**src/rtl/gda_pkg.sv**
```systemverilog
// shared types, codes and calendar helpers for the gregorian date adder
`default_nettype none

package gda_pkg;

    localparam int unsigned DAY_W    = 5;
    localparam int unsigned MONTH_W  = 4;
    localparam int unsigned YEAR_W   = 15;
    localparam int unsigned FUNC_W   = 3;
    localparam int unsigned AMOUNT_W = 10;
    localparam int unsigned COUNT_W  = 13;
    localparam int unsigned ADDEND_W = 14;

    localparam logic [YEAR_W-1:0]   YEAR_MAX     = 15'd32767;
    localparam logic [MONTH_W-1:0]  MONTH_DEC    = 4'd12;
    localparam logic [MONTH_W-1:0]  MONTH_FEB    = 4'd2;
    localparam logic [ADDEND_W-1:0] ADD_CENTURY  = 14'd100;
    localparam logic [ADDEND_W-1:0] ADD_MILLENIA = 14'd1000;
    localparam logic [12:0]         RECIP_100    = 13'd5243;
    localparam int unsigned         RECIP_SHIFT  = 19;

    typedef enum logic [FUNC_W-1:0] {
        FUNC_DAYS       = 3'd0,
        FUNC_WEEKS      = 3'd1,
        FUNC_MONTHS     = 3'd2,
        FUNC_YEARS      = 3'd3,
        FUNC_DECADES    = 3'd4,
        FUNC_CENTURY    = 3'd5,
        FUNC_MILLENNIUM = 3'd6
    } func_t;

    typedef enum logic [2:0] {
        ST_IDLE,
        ST_SETTLE,
        ST_CHECK,
        ST_RUN,
        ST_FINISH
    } state_t;

    typedef enum logic [1:0] {
        OP_DAY,
        OP_MONTH,
        OP_YEARS
    } op_t;

    typedef struct packed {
        op_t  op;
        logic leap;
    } step_ctrl_t;

    typedef struct packed {
        logic [DAY_W-1:0]   day;
        logic [MONTH_W-1:0] month;
        logic [YEAR_W-1:0]  year;
    } date_t;

    function automatic logic [DAY_W-1:0] days_in(input logic [MONTH_W-1:0] m,
                                                 input logic leap);
        logic [DAY_W-1:0] len;
        case (m)
            4'd1, 4'd3, 4'd5, 4'd7, 4'd8, 4'd10, 4'd12: len = 5'd31;
            4'd4, 4'd6, 4'd9, 4'd11:                    len = 5'd30;
            MONTH_FEB:                                  len = leap ? 5'd29 : 5'd28;
            default:                                    len = 5'd0;
        endcase
        return len;
    endfunction

    // y / 100 by reciprocal, exact over the whole 15-bit range
    function automatic logic leap_year(input logic [YEAR_W-1:0] y);
        logic [27:0]       prod;
        logic [8:0]        quot;
        logic [YEAR_W-1:0] hund;
        logic [YEAR_W-1:0] rem;
        prod = {13'd0, y} * {15'd0, RECIP_100};
        quot = prod[27:RECIP_SHIFT];
        hund = ({6'd0, quot} << 6) + ({6'd0, quot} << 5) + ({6'd0, quot} << 2);
        rem  = y - hund;
        if (rem == '0)
            return quot[1:0] == 2'b00;
        return y[1:0] == 2'b00;
    endfunction

endpackage

`default_nettype wire

```
**src/rtl/gda_step.sv**
```systemverilog
// shared step unit: one day step, one month step or a saturating year add
`default_nettype none

module gda_step (
    input  wire gda_pkg::step_ctrl_t                ctrl,
    input  wire gda_pkg::date_t                     cur,
    input  wire logic [gda_pkg::ADDEND_W-1:0]       addend,
    output gda_pkg::date_t                          nxt,
    output logic                                    ovf
);

    logic [gda_pkg::DAY_W-1:0]  len_cur;
    logic [gda_pkg::DAY_W-1:0]  len_new;
    logic [gda_pkg::YEAR_W:0]   year_sum;
    gda_pkg::date_t             mon;

    always_comb
    begin
        len_cur  = gda_pkg::days_in(cur.month, ctrl.leap);
        year_sum = {1'b0, cur.year} + {2'b00, addend};
        mon      = cur;
        nxt      = cur;
        ovf      = 1'b0;
        len_new  = '0;
        case (ctrl.op)
            gda_pkg::OP_DAY:
            begin
                if (cur.day < len_cur)
                begin
                    nxt.day = cur.day + 5'd1;
                end
                else if (cur.month < gda_pkg::MONTH_DEC)
                begin
                    nxt.day   = 5'd1;
                    nxt.month = cur.month + 4'd1;
                end
                else if (cur.year < gda_pkg::YEAR_MAX)
                begin
                    nxt.day   = 5'd1;
                    nxt.month = 4'd1;
                    nxt.year  = cur.year + 15'd1;
                end
                else
                begin
                    ovf = 1'b1;
                end
            end
            gda_pkg::OP_MONTH:
            begin
                if (cur.month < gda_pkg::MONTH_DEC)
                begin
                    mon.month = cur.month + 4'd1;
                end
                else if (cur.year < gda_pkg::YEAR_MAX)
                begin
                    mon.month = 4'd1;
                    mon.year  = cur.year + 15'd1;
                end
                else
                begin
                    ovf = 1'b1;
                end
                // january after a year roll has no leap dependence
                len_new = gda_pkg::days_in(mon.month, ctrl.leap);
                nxt     = mon;
                if (!ovf && cur.day > len_new)
                begin
                    nxt.day = len_new;
                end
            end
            gda_pkg::OP_YEARS:
            begin
                if (year_sum > {1'b0, gda_pkg::YEAR_MAX})
                begin
                    nxt.year = gda_pkg::YEAR_MAX;
                    ovf      = 1'b1;
                end
                else
                begin
                    nxt.year = year_sum[gda_pkg::YEAR_W-1:0];
                end
            end
            default:
            begin
                nxt = cur;
            end
        endcase
    end

endmodule

`default_nettype wire

```
**src/rtl/gregorian_date_adder.sv**
```systemverilog
// top level of the gregorian date adder: handshake, sequencer and result register
//
// usage
//   input word on s_axis: tuser carries the operation code, tdata the count and
//   the starting date. result word on m_axis: tdata the date, tuser the flags.
//   one result word follows every input word, in order.
// sequencing
//   one input word at a time; s_axis_tready is high only while the sequencer
//   is idle. an accepted word passes the settle and check states, then takes one day
//   or month step per cycle in the run state, then the finish state loads the output
//   register: days take n steps, weeks 7n, months n, year style adds and invalid dates
//   no run steps. the next word is taken once the sequencer is idle again. the worst
//   case is 1023 weeks, 7161 day steps, all made by the single shared step unit.
//   the leap flag is registered from the next year, so it always matches the date.
// reset
//   rst_n clears the sequencer and the output valid; no word is pending after.
// stall
//   the finished result sits in an output register; a new word is accepted while
//   it waits, and the next result is held in the sequencer until m_axis_tready.
`default_nettype none

module gregorian_date_adder (
    input  wire logic        clk,
    input  wire logic        rst_n,
    input  wire logic        s_axis_tvalid,
    output logic             s_axis_tready,
    // amount[9:0], start_day[14:10], start_month[18:15], start_year[33:19], zero fill
    input  wire logic [39:0] s_axis_tdata,
    // func[2:0]
    input  wire logic [2:0]  s_axis_tuser,
    output logic             m_axis_tvalid,
    input  wire logic        m_axis_tready,
    // day[4:0], month[8:5], year[23:9]
    output logic [23:0]      m_axis_tdata,
    // overflow[0], invalid[1]
    output logic [1:0]       m_axis_tuser
);

    gda_pkg::state_t                    state_reg, state_next;
    gda_pkg::date_t                     date_reg, date_next;
    logic [gda_pkg::FUNC_W-1:0]         func_reg, func_next;
    logic [gda_pkg::COUNT_W-1:0]        count_reg, count_next;
    logic [gda_pkg::ADDEND_W-1:0]       addend_reg, addend_next;
    logic                               ovf_reg, ovf_next;
    logic                               inv_reg, inv_next;
    logic                               leap_reg;
    logic                               out_valid_reg, out_valid_next;
    gda_pkg::date_t                     out_date_reg, out_date_next;
    logic                               out_ovf_reg, out_ovf_next;
    logic                               out_inv_reg, out_inv_next;

    gda_pkg::step_ctrl_t                ctrl;
    gda_pkg::date_t                     step_date;
    logic                               step_ovf;

    logic [gda_pkg::AMOUNT_W-1:0]       in_amount;
    logic [gda_pkg::DAY_W-1:0]          len_check;
    logic                               in_accept;
    logic                               out_accept;

    assign in_amount  = s_axis_tdata[9:0];
    assign in_accept  = s_axis_tvalid && s_axis_tready;
    assign out_accept = out_valid_reg && m_axis_tready;

    gda_step u_step (
        .ctrl   (ctrl),
        .cur    (date_reg),
        .addend (addend_reg),
        .nxt    (step_date),
        .ovf    (step_ovf)
    );

    always_comb
    begin
        state_next     = state_reg;
        date_next      = date_reg;
        func_next      = func_reg;
        count_next     = count_reg;
        addend_next    = addend_reg;
        ovf_next       = ovf_reg;
        inv_next       = inv_reg;
        out_valid_next = out_valid_reg;
        out_date_next  = out_date_reg;
        out_ovf_next   = out_ovf_reg;
        out_inv_next   = out_inv_reg;
        s_axis_tready  = 1'b0;
        len_check      = gda_pkg::days_in(date_reg.month, leap_reg);
        ctrl.leap      = leap_reg;
        ctrl.op        = gda_pkg::OP_YEARS;

        if (out_accept)
        begin
            out_valid_next = 1'b0;
        end

        case (state_reg)
            gda_pkg::ST_IDLE:
            begin
                s_axis_tready = 1'b1;
                if (in_accept)
                begin
                    date_next.day   = s_axis_tdata[14:10];
                    date_next.month = s_axis_tdata[18:15];
                    date_next.year  = s_axis_tdata[33:19];
                    func_next       = s_axis_tuser;
                    ovf_next        = 1'b0;
                    inv_next        = 1'b0;
                    count_next      = {3'd0, in_amount};
                    addend_next     = {4'd0, in_amount};
                    case (s_axis_tuser)
                        gda_pkg::FUNC_WEEKS:
                        begin
                            count_next = ({3'd0, in_amount} << 3) - {3'd0, in_amount};
                        end
                        gda_pkg::FUNC_DECADES:
                        begin
                            addend_next = ({4'd0, in_amount} << 3) + ({4'd0, in_amount} << 1);
                        end
                        gda_pkg::FUNC_CENTURY:
                        begin
                            addend_next = gda_pkg::ADD_CENTURY;
                        end
                        gda_pkg::FUNC_MILLENNIUM:
                        begin
                            addend_next = gda_pkg::ADD_MILLENIA;
                        end
                        default:
                        begin
                            addend_next = {4'd0, in_amount};
                        end
                    endcase
                    state_next = gda_pkg::ST_SETTLE;
                end
            end
            gda_pkg::ST_SETTLE:
            begin
                state_next = gda_pkg::ST_CHECK;
            end
            gda_pkg::ST_CHECK:
            begin
                if (date_reg.month == '0 || date_reg.month > gda_pkg::MONTH_DEC
                    || date_reg.day == '0 || date_reg.day > len_check)
                begin
                    inv_next   = 1'b1;
                    state_next = gda_pkg::ST_FINISH;
                end
                else
                begin
                    case (func_reg)
                        gda_pkg::FUNC_DAYS, gda_pkg::FUNC_WEEKS, gda_pkg::FUNC_MONTHS:
                        begin
                            state_next = (count_reg == '0) ? gda_pkg::ST_FINISH
                                                           : gda_pkg::ST_RUN;
                        end
                        gda_pkg::FUNC_YEARS, gda_pkg::FUNC_DECADES,
                        gda_pkg::FUNC_CENTURY, gda_pkg::FUNC_MILLENNIUM:
                        begin
                            date_next  = step_date;
                            ovf_next   = step_ovf;
                            state_next = gda_pkg::ST_FINISH;
                        end
                        default:
                        begin
                            state_next = gda_pkg::ST_FINISH;
                        end
                    endcase
                end
            end
            gda_pkg::ST_RUN:
            begin
                ctrl.op    = (func_reg == gda_pkg::FUNC_MONTHS) ? gda_pkg::OP_MONTH
                                                                : gda_pkg::OP_DAY;
                date_next  = step_date;
                ovf_next   = ovf_reg || step_ovf;
                count_next = count_reg - 13'd1;
                if (count_reg == 13'd1)
                begin
                    state_next = gda_pkg::ST_FINISH;
                end
            end
            gda_pkg::ST_FINISH:
            begin
                if (!out_valid_reg || m_axis_tready)
                begin
                    out_valid_next = 1'b1;
                    out_date_next  = date_reg;
                    out_ovf_next   = ovf_reg;
                    out_inv_next   = inv_reg;
                    state_next     = gda_pkg::ST_IDLE;
                end
            end
            default:
            begin
                state_next = gda_pkg::ST_IDLE;
            end
        endcase
    end

    always_ff @(posedge clk or negedge rst_n)
    begin
        if (!rst_n)
        begin
            state_reg     <= gda_pkg::ST_IDLE;
            out_valid_reg <= 1'b0;
        end
        else
        begin
            state_reg     <= state_next;
            out_valid_reg <= out_valid_next;
        end
    end

    always_ff @(posedge clk)
    begin
        date_reg     <= date_next;
        func_reg     <= func_next;
        count_reg    <= count_next;
        addend_reg   <= addend_next;
        ovf_reg      <= ovf_next;
        inv_reg      <= inv_next;
        leap_reg     <= gda_pkg::leap_year(date_next.year);
        out_date_reg <= out_date_next;
        out_ovf_reg  <= out_ovf_next;
        out_inv_reg  <= out_inv_next;
    end

    assign m_axis_tvalid = out_valid_reg;
    assign m_axis_tdata  = {out_date_reg.year, out_date_reg.month, out_date_reg.day};
    assign m_axis_tuser  = {out_inv_reg, out_ovf_reg};

    a_run_count: assert property (@(posedge clk) disable iff (!rst_n)
        state_reg == gda_pkg::ST_RUN |-> count_reg != '0)
        else $error("step sequencer running with zero count");

    a_accept_settle: assert property (@(posedge clk) disable iff (!rst_n)
        in_accept |=> state_reg == gda_pkg::ST_SETTLE)
        else $error("accepted word did not start the sequencer");

    a_flags_excl: assert property (@(posedge clk) disable iff (!rst_n)
        m_axis_tvalid |-> !(m_axis_tuser[0] && m_axis_tuser[1]))
        else $error("overflow and invalid both set");

    a_valid_date: assert property (@(posedge clk) disable iff (!rst_n)
        m_axis_tvalid && !m_axis_tuser[1] |->
            m_axis_tdata[4:0] != 5'd0 && m_axis_tdata[8:5] != 4'd0
            && m_axis_tdata[8:5] <= gda_pkg::MONTH_DEC)
        else $error("valid input produced an impossible date");

endmodule

`default_nettype wire
```
**config.mk**
```make
export PLATFORM = sky130hd
export DESIGN_NAME = gregorian_date_adder
export DESIGN_NICKNAME = d
export VERILOG_FILES = /design/src/rtl/gda_pkg.sv /design/src/rtl/gda_step.sv /design/src/rtl/gregorian_date_adder.sv
export SDC_FILE = /design/constraint.sdc
export NUM_CORES = 1
export LEC_CHECK = 0
export ABC_AREA = 1
export BUFFER_PORTS_ARGS = -buffer_cell sky130_fd_sc_hd__buf_2
export CAP_MARGIN = 15
export CORE_UTILIZATION = 55
export CTS_CLUSTER_DIAMETER = 150
export DETAILED_ROUTE_END_ITERATION = 8
export MAX_ROUTING_LAYER = met4
export PLACE_DENSITY_LB_ADDON = 0.12
export SYNTH_ARGS = -nofsm -noshare
export SYNTH_HDL_FRONTEND = slang
export SYNTH_SLANG_ARGS = --single-unit
```
**constraint.sdc**
```tcl
create_clock -name clk -period 9 [get_ports clk]
set_input_delay 0.9 -clock clk [delete_from_list [all_inputs] [get_ports clk]]
set_output_delay 0.9 -clock clk [all_outputs]
set_load 0.05 [all_outputs]
```
== Word-level counts from Yosys, hierarchy flattened ==
Cells that the tools add are included.
Storage, ports and cells
  register bits after elaboration: 87
  bits of input ports: 47
  output and inout bits: 28
  logic and storage cells: 171
Cells by class
  add/subtract/negate cells: 10
  $mul: 1
  magnitude comparators: 7
  equal/unequal tests: 47
  muxes and demuxes: 56
  reduce and logical (&&, ||, !) cells: 34
Operators with widths (number)
  $mux 24: 7
  $pmux 24 s3: 1
  $mux 15: 3
  $pmux 15 s3: 1
  $pmux 14 s3: 1
  $eq 4x4->1 const B: 10
  $mux 19: 2
  $eq 4x3->1 const B: 8
  $pmux 5 s3: 2
  $mul 15x13->28 const B: 1
  $mux 13: 2
  $pmux 13 s2: 1
  $eq 3x3->1 const B: 7
  $mux 1: 18
  $mux 3: 6
  $pmux 9 s2: 1
  $add 15x14->16: 1
  $eq 4x2->1 const B: 4
  $gt 16x15->1 const B: 1
  $add 15x1->15 const B: 1
  $add 15x11->15: 1
  $add 15x14->15: 1
  $logic_not 15->1: 1
  $lt 15x15->1 const B: 1
  other kinds (41): 73

== Depth between registers and ports, before layout ==
Gate-level depths: netlist of run 1.
  depth in word-level cells: 23
  gate-level depth with buffers: 63
  gate-level depth less buffers: 62

== Hierarchy ==
Synthesis of run 1 repeated with hierarchy kept, for this count alone.
Second synthesis, totals
  cell total of the unflattened synthesis: 1747
  area, all modules: 12844.8 um^2
By module, submodules not included
  gregorian_date_adder: instances 1, cells an instance 1209, area an instance 9967.1 um^2, sequential area each 2432.3 um^2
  gda_step: instances 1, cells an instance 538, area an instance 2877.8 um^2, sequential area each 0.0 um^2

== Worst setup path before layout of run 1 ==
OpenSTA, ideal clock, no wires.
  path type: register to register
  start: register date_reg[15] (netlist name)
  end: register leap_reg
  library setup time: 0.109 ns
  data arrival time: 9.542 ns
  data required time: 8.891 ns
  setup slack: -0.650 ns
  cell stages (with the launch flop): 53
  path buffers: 1
  period minus slack after synthesis: 9.650 ns
  cells stage by stage: edfxtp_1 -> inv_1 -> ha_1 -> a211oi_1 -> a21oi_1 -> a211oi_1 -> ha_1 -> nand2_1 -> nor2_1 -> nand2_1 -> nand3_1 -> nand2_1 -> nand3b_2 -> nor2_2 -> inv_2 -> nand2_1 -> buf_4 -> o21ai_0 -> [17 not listed] -> xor2_1 -> fa_1 -> fa_1 -> ha_1 -> nand2_1 -> inv_1 -> a21oi_1 -> nand3_1 -> nand2_1 -> nand2_1 -> nand2_1 -> inv_1 -> o21ai_0 -> inv_1 -> nor2_1 -> nand3_1 -> nand2_1 -> inv_1
RTL lines
  start, declared: line gregorian_date_adder.sv:40  | gda_pkg::date_t date_reg, date_next;
  start signal, assigned: line gregorian_date_adder.sv:215  | date_reg <= date_next;
  end signal, assigned: line gregorian_date_adder.sv:221  | leap_reg <= gda_pkg::leap_year(date_next.year);
  end, declared: line gregorian_date_adder.sv:46  | logic leap_reg;

==> parameters.txt, run 1 <==
Parameter                              Value

Status
  Result of the run    complete, but fails checks
  Failing checks    negative setup slack

Synthesis
  Average cell area after synthesis    about 7.7 sq um
  Share of async-settable or async-resettable flops after synthesis    between 4 and 5%
  Synthesized net count    1,821
  EDFF count, synth    67
  Mapped cell area    ~0.012 sq mm
  Share of synthesized area occupied by flip-flops and latches    just over 20%
  Number of distinct library cell variants in the gate-level netlist after synthesis    56
  Seq cells post-synth    87
  Main flop type after synthesis    sky130_fd_sc_hd__edfxtp_1
  Cell count after synthesis    1,521
  Warning count from the yosys run    0

Setup path
  Critical Path Max Stage Delay    0.59 ns
  Biggest fanout along the worst timing path    5
  CP Capture Type    flip-flop
  WP data required    ~9 ns
  Worst setup path class    flip-flop to flip-flop
  Nature of the critical path startpoint    flip-flop
  Master of the slowest instance on the critical path    sky130_fd_sc_hd__fa_1
  Signal arrival time at the worst endpoint    between 9 and 10 ns
  Most common cell on crit path    sky130_fd_sc_hd__buf_4

Route
  Average routed wire per standard cell    16.61 um
  Iteration-0 DRC count of the detailed router    896
  Total detailed-routing wirelength    roughly 35,000 um
  Post-route DRC violation count    0
  Via-to-Cell Ratio    roughly 5.4
  Vias after detailed routing    between 10,000 and 15,000
  Residual antenna-violating net count after detailed routing    0
  Number of detailed-routing iterations run before antenna repair    5

CTS
  Clock Path Buffers    2
  Clock Root Buffer    sky130_fd_sc_hd__clkbuf_16
  Clock tree from TritonCTS    done
  Register clock-pin slew on the reported worst setup and hold paths    around 0.06 ns
  Number of CTS-inserted buffers    9
  Later-pin clock latency in the skew report    ~0.35 ns
  Hold_buf cts    0
  Maximum level of the CTS H-tree    3
  Number of sinks driven by the clock tree    87

Global route
  GR met3 Demand/Resource    ~4.7%
  Met2 demand-to-capacity share in global routing    48.76%
  Met1 demand-to-capacity share in global routing    45.05%
  Total GRT Usage    32.00%
  Peak-usage layer in the global routing report    met2
  Global-route congestion overflow total    0
  Maximum number of pins on one net before global-route repair    27
  Initial antenna violation count    0
  Wire length of the first global-routing pass    between 50,000 and 60,000 um
  Number of global-route vias before repair    roughly 11,000

Die
  Core Area    0.02096 sq mm
  Count of pins on the block boundary    75
  Cell Rows    53
  Die footprint    0.02191 sq mm
  Die outline height    148.0 um
  Die width    between 100 and 150 um
  Initial standard-cell utilization of the core    55.96%

Min path
  Tightest Hold Check Type    input pin to async pin

Timing
  Clock tree skew after final layout    approximately 0.012 ns
  Unrepaired setup endpoints after global routing    yes
  Final setup violation count    1
  Share of the clock period used by the worst path after layout    106.4%
  Time the worst path needs with I/O delays and setup    around 9.6 ns
  Final slew viol count    0
  Measured slew at the worst slew-check pin    0.9379 ns
  Hold WS    approximately 0.35 ns
  Upper clock frequency limit    about 100 MHz
  Relative slew slack    a little under two fifths
  Worst Setup Slack, final    -0.5756 ns
  Final Hold Viols    0

Placed design
  Number of placed instances, taps included    just over 2,000
  Count of buffers inserted at the top-level ports    between 60 and 70
  Detailed placement HPWL    27,420 um
  Final estimated routing congestion in global placement    0.9648
  Post-place setup slack    -0.8101 ns

Finish
  Total area of multi-input combinational cells    0.009104 sq mm
  Area Overhead vs Synth    31.69%
  Ant diodes    0
  Fraction of final layout cells with drive strength greater than 1    between 20% and 30%
  Number of nets in the layout    approximately 2,100
  Non-filler instance count after layout    2,084
  Fill cells    between 1,500 and 2,000
  Sequential cell area    0.002432 sq mm

Run
  Max Cap Viol    0
==> Yosys cell counts, types with 2 or more instances <==
cell type / instances / area, sq um
sky130_fd_sc_hd__o31ai_1: 6 / 45.04
sky130_fd_sc_hd__inv_2: 3 / 11.26
sky130_fd_sc_hd__a22oi_1: 4 / 30.03
sky130_fd_sc_hd__a211oi_1: 4 / 30.03
sky130_fd_sc_hd__o21ai_1: 15 / 75.07
sky130_fd_sc_hd__and2_1: 2 / 12.51
sky130_fd_sc_hd__o21ai_2: 2 / 17.52
sky130_fd_sc_hd__fa_1: 81 / 1622
sky130_fd_sc_hd__a31oi_1: 7 / 43.79
sky130_fd_sc_hd__xor2_1: 32 / 280.3
sky130_fd_sc_hd__ha_1: 172 / 2152
sky130_fd_sc_hd__nand3_1: 64 / 320.3
sky130_fd_sc_hd__buf_4: 3 / 22.52
sky130_fd_sc_hd__o21a_1: 4 / 30.03
sky130_fd_sc_hd__dfxtp_1: 16 / 320.3
sky130_fd_sc_hd__o22ai_1: 7 / 43.79
sky130_fd_sc_hd__nor3_1: 19 / 95.09
sky130_fd_sc_hd__nor2_1: 117 / 439.2
sky130_fd_sc_hd__a21oi_2: 2 / 17.52
sky130_fd_sc_hd__clkinv_1: 3 / 11.26
sky130_fd_sc_hd__o221ai_1: 6 / 52.55
sky130_fd_sc_hd__nand2_2: 3 / 18.77
sky130_fd_sc_hd__nor2_4: 3 / 33.78
sky130_fd_sc_hd__inv_1: 320 / 1201
sky130_fd_sc_hd__nor2_2: 5 / 31.28
sky130_fd_sc_hd__o2111ai_1: 4 / 35.03
sky130_fd_sc_hd__a21oi_1: 80 / 400.4
sky130_fd_sc_hd__a221oi_1: 13 / 113.9
sky130_fd_sc_hd__clkbuf_1: 9 / 33.78
sky130_fd_sc_hd__dfrtp_1: 4 / 100.1
sky130_fd_sc_hd__a21o_1: 6 / 45.04
sky130_fd_sc_hd__nand2_1: 282 / 1059
sky130_fd_sc_hd__o21bai_1: 8 / 60.06
sky130_fd_sc_hd__xnor2_1: 8 / 70.07
sky130_fd_sc_hd__o211ai_1: 11 / 82.58
sky130_fd_sc_hd__nand3b_1: 3 / 22.52
sky130_fd_sc_hd__nand4_1: 17 / 106.4
sky130_fd_sc_hd__or2_2: 5 / 31.28
sky130_fd_sc_hd__buf_1: 3 / 11.26
sky130_fd_sc_hd__o21ai_0: 86 / 430.4
sky130_fd_sc_hd__edfxtp_1: 67 / 2012
==> kinds of logic (layout without fill, tap and decap cells) <==
logic type,Yosys count,after routing,synth area share (%)
AND/OR/NAND/NOR,527,527,19.17
buffers and inverters,342,630,11.06
AO/OA/AOI/OAI,272,272,13.86
adder cells (fa/ha/maj),253,253,32.18
flip-flops,87,87,20.74
XOR/XNOR,40,40,2.987
==> per-layer routing <==
layer	vias up	share of wire, %
met1	5310	45
met5	-	0
li1	5562	-
met4	0	2.2
met3	63	6.5
met2	404	46
==> worst max-delay path: cells and delay by family, from the launching register on <==
family,cells,cell delay (ns)
adders and majority gates,10,4.15
DFF,1,0.47
xor gates and xnor gates,1,0.16
and+or+nand+nor,18,1.53
AOI/OAI and AO/OA,13,1.84
buffers and inverters,12,1.31
==> worst paths after layout <==
path / from / end / slack [ns] / cells after the start
worst min register to register: inv_reg / out_inv_reg / 0.42 / 0
worst max register to register: date_reg[16] / leap_reg / -0.58 / 54
worst max-delay path: date_reg[16] / leap_reg / -0.58 / 54
worst min-delay path: rst_n / state_reg[2] / 0.35 / 1
min in group clk: inv_reg / out_inv_reg / 0.42 / 0
max in group asynchronous: rst_n / state_reg[0] / 8.52 / 1
==> timing repair <==
action                     in CTS  in global routing
pin swaps                      12                137
buffers inserted                3                 25
gates resized for setup        38                206
setup endpoints to repair       1                  1
==> layout by cell type (no fill, tap or decap), types with 17 or more instances in the layout <==
cell	netlist	routed
sky130_fd_sc_hd__xor2_1	32	29
sky130_fd_sc_hd__o21ai_0	86	64
sky130_fd_sc_hd__inv_1	320	286
sky130_fd_sc_hd__nand3_1	64	56
sky130_fd_sc_hd__edfxtp_1	67	67
sky130_fd_sc_hd__o21ai_1	15	26
sky130_fd_sc_hd__nand2_1	282	252
sky130_fd_sc_hd__fa_1	81	76
sky130_fd_sc_hd__ha_1	172	132
sky130_fd_sc_hd__nand2_2	3	22
sky130_fd_sc_hd__buf_2	0	68
sky130_fd_sc_hd__nor2_1	117	101
sky130_fd_sc_hd__buf_4	3	203
sky130_fd_sc_hd__inv_2	3	33
sky130_fd_sc_hd__ha_4	0	34
sky130_fd_sc_hd__nand4_1	17	17
sky130_fd_sc_hd__a21oi_1	80	63
==> final cells by class <==
class	instances	share of cell area, %
multi-input cells	1092	58.95
flip-flops and latches	87	15.75
repair buffers	287	13.29
inverters	327	8.029
well taps	275	2.228
clock buffers	13	1.620
clock inverters	3	0.1296
==> through the flow <==
step                setup TNS (ns)  area, sq um  util, %
floorplan                        0        11880        -
global placement           -0.6679        13940    66.54
detailed placement         -0.8101        13940    66.54
CTS                        -0.5228        14400    68.71
global route               -0.9935        15440    73.70
finish                     -0.5756        15440    73.70
Power of run 1 is left out: the tool's default activity adds up to more than one toggle a clock period on the data nets, which glitch-free logic cannot reach.
==> inputs of run 2 (changes only) <==
--- a/config.mk
+++ b/config.mk
@@ -12,7 +12,7 @@
 export CTS_CLUSTER_DIAMETER = 150
 export DETAILED_ROUTE_END_ITERATION = 8
 export MAX_ROUTING_LAYER = met4
-export PLACE_DENSITY_LB_ADDON = 0.12
+export PLACE_DENSITY = 0.77
 export SYNTH_ARGS = -nofsm -noshare
 export SYNTH_HDL_FRONTEND = slang
 export SYNTH_SLANG_ARGS = --single-unit
==> run 2 against run 1 <==
  * The flow finishes with violations (design-rule violations, negative setup slack)
  * Die area is the same
  * First-iteration DRC count grew 7.4%
  * Via count grew 0.87%
==> parameters.txt, run 2 (synthesized netlist as in run 1, its figures left out) <==
Parameter                              Value

CTS
  Register clock-pin slew on the reported worst setup and hold paths    0.07 ns (about the same)
  Number of sinks driven by the clock tree    87 (unchanged)
  Later-pin clock latency in the skew report    0.36 ns (about the same)
  Clock Path Buffers    2 (unchanged)
  Number of CTS-inserted buffers    9 (unchanged)
  Hold_buf cts    0 (unchanged)
  Clock tree from TritonCTS    done
  Clock Root Buffer    sky130_fd_sc_hd__clkbuf_16
  Maximum level of the CTS H-tree    3 (unchanged)

Global route
  Wire length of the first global-routing pass    54,580 um (+3.1%)
  Maximum number of pins on one net before global-route repair    27 (unchanged)
  Total GRT Usage    32.84% (+0.84 points)
  Number of global-route vias before repair    10,890 (+3.1%)
  Global-route congestion overflow total    0 (unchanged)
  Initial antenna violation count    0 (unchanged)

Finish
  Commonest cells after routing, fill and taps aside    299 x sky130_fd_sc_hd__inv_1, 262 x sky130_fd_sc_hd__nand2_1, 196 x sky130_fd_sc_hd__buf_4, 148 x sky130_fd_sc_hd__ha_1, 107 x sky130_fd_sc_hd__nor2_1
  Ant diodes    0 (unchanged)
  Fraction of final layout cells with drive strength greater than 1    24.81% (-4.0 points)
  Share of the core filled with cells    71.58% (-2.1 points)
  Most common cell after layout, fill and taps aside    sky130_fd_sc_hd__inv_1
  Number of nets in the layout    2,093 (-0.52%)
  Final standard cell area without fillers    0.01500 sq mm (-2.9%)
  Area Overhead vs Synth    27.90%

Timing
  Relative slew slack    35.00% (-2.2 points)
  Measured slew at the worst slew-check pin    0.9713 ns (+0.03345 ns)
  Share of the clock period used by the worst path after layout    108.2% (+1.9 points)
  Worst Setup Slack, final    -0.7422 ns (-0.1666 ns)
  Final setup violation count    1 (unchanged)
  Sum Neg Setup Slack    -0.7422 ns (-0.1666 ns)
  Time the worst path needs with I/O delays and setup    9.742 ns (+0.1666 ns)
  Clock tree skew after final layout    0.01471 ns (+0.003031 ns)
  Final slew viol count    0 (unchanged)
  Unrepaired setup endpoints after global routing    yes
  Upper clock frequency limit    102.6 MHz (-1.7%)
  Final Hold Viols    0 (unchanged)

Setup path
  Signal arrival time at the worst endpoint    10.00 ns (+0.18 ns)
  CP Capture Type    flip-flop
  Critical Path Max Stage Delay    0.56 ns (-0.03 ns)
  Biggest fanout along the worst timing path    5 (unchanged)
  Worst setup path class    flip-flop to flip-flop
  Master of the slowest instance on the critical path    sky130_fd_sc_hd__fa_1
  Nature of the critical path startpoint    flip-flop
  WP data required    9.26 ns (about the same)
  R2R setup slack    -0.74 ns (-0.17 ns)

Route
  Total length of routed met2 wires    16,240 um (+2.0%)
  Vias after detailed routing    11,440 (+0.87%)
  Number of detailed-routing iterations run before antenna repair    8 (+3)
  Uppermost routed layer    met4
  Total detailed-routing wirelength    34,900 um (+0.82%)
  Iteration-0 DRC count of the detailed router    962 (+7.4%)
  Average routed wire per standard cell    16.83 um (+1.4%)
  Post-route met1 wirelength    15,180 um (-3.2%)
  Residual antenna-violating net count after detailed routing    0 (unchanged)
  Post-route DRC violation count    2 (+2)
  Detail Route met3 WL    2459 um (+9.3%)
  Via-to-Cell Ratio    5.518 (+1.4%)

Min path
  Tightest Hold Check Type    input pin to async pin

Die
  Core Area    0.02096 sq mm (unchanged)
  Die width    148.0 um (unchanged)
  Cell Rows    53 (unchanged)
  Die footprint    0.02191 sq mm (unchanged)
  Die outline height    148.0 um (unchanged)
  Count of pins on the block boundary    75 (unchanged)
  Initial standard-cell utilization of the core    55.96% (unchanged)

Placed design
  Dpl cell area    0.01394 sq mm (about the same)
  Final estimated routing congestion in global placement    1.027 (+6.4%)
  Count of buffers inserted at the top-level ports    68 (unchanged)
  Detailed placement HPWL    27,700 um (+1.0%)

Run
  Max Cap Viol    0 (unchanged)

Status
  Result of the run    complete, but fails checks
  Failing checks    design-rule violations, negative setup slack
==> run 2: path summary, 6_finish.rpt <==
check	start	to	depth (start not counted)
setup / recovery	date_reg[15]	leap_reg	55
hold / removal	rst_n	state_reg[2]	1
setup reg to reg	date_reg[15]	leap_reg	55
hold reg to reg	inv_reg	out_inv_reg	0
max in group asynchronous	rst_n	m_axis_tvalid	1
min in group clk	inv_reg	out_inv_reg	0
==> run 2: worst max-delay path: cells and delay by family (launching register included) <==
family / cells / cell delay, ns
AND/OR/NAND/NOR: 21 / 1.83
XOR/XNOR: 1 / 0.13
flip-flops: 1 / 0.45
AO/OA/AOI/OAI: 9 / 1.67
buffers and inverters: 13 / 1.19
adder cells (fa/ha/maj): 11 / 4.35
==> run 2: per-layer routing <==
metal  GRT usage, %  vias up
li1               -     5535
met1          43.95     5364
met2          52.58      464
met3          4.290       75
met4          8.144        0
met5              -        -
==> run 2: layout make-up <==
type,count,area [sq um]
clock buffers,10,239.0
clock inverters,6,67.56
fillers,1605,5956
inverters,327,1235
multi-input cells,1092,8717
flip-flops and latches,87,2432
well taps,275,344.1
repair buffers,276,1964
==> run 2: metrics by stage <==
stage                     setup slack (ns)  hold slack [ns]  cells
after detailed placement           -0.8335           0.4296   2038
after CTS                          -0.3971           0.3301   2065
after floorplan                   0.002198           0.4003   1521
after global routing                -1.240           0.3323   2073
after global placement             -0.5693           0.4258   2038
final                              -0.7422           0.3336   2073
==> run 2: what timing repair did <==
item,4_1_cts,5_1_grt
pin swaps,82,43
resized for setup,118,33
setup endpoints to repair,1,1
gates cloned,0,0
setup buffers,12,8
Power of run 2 is left out for the same reason.
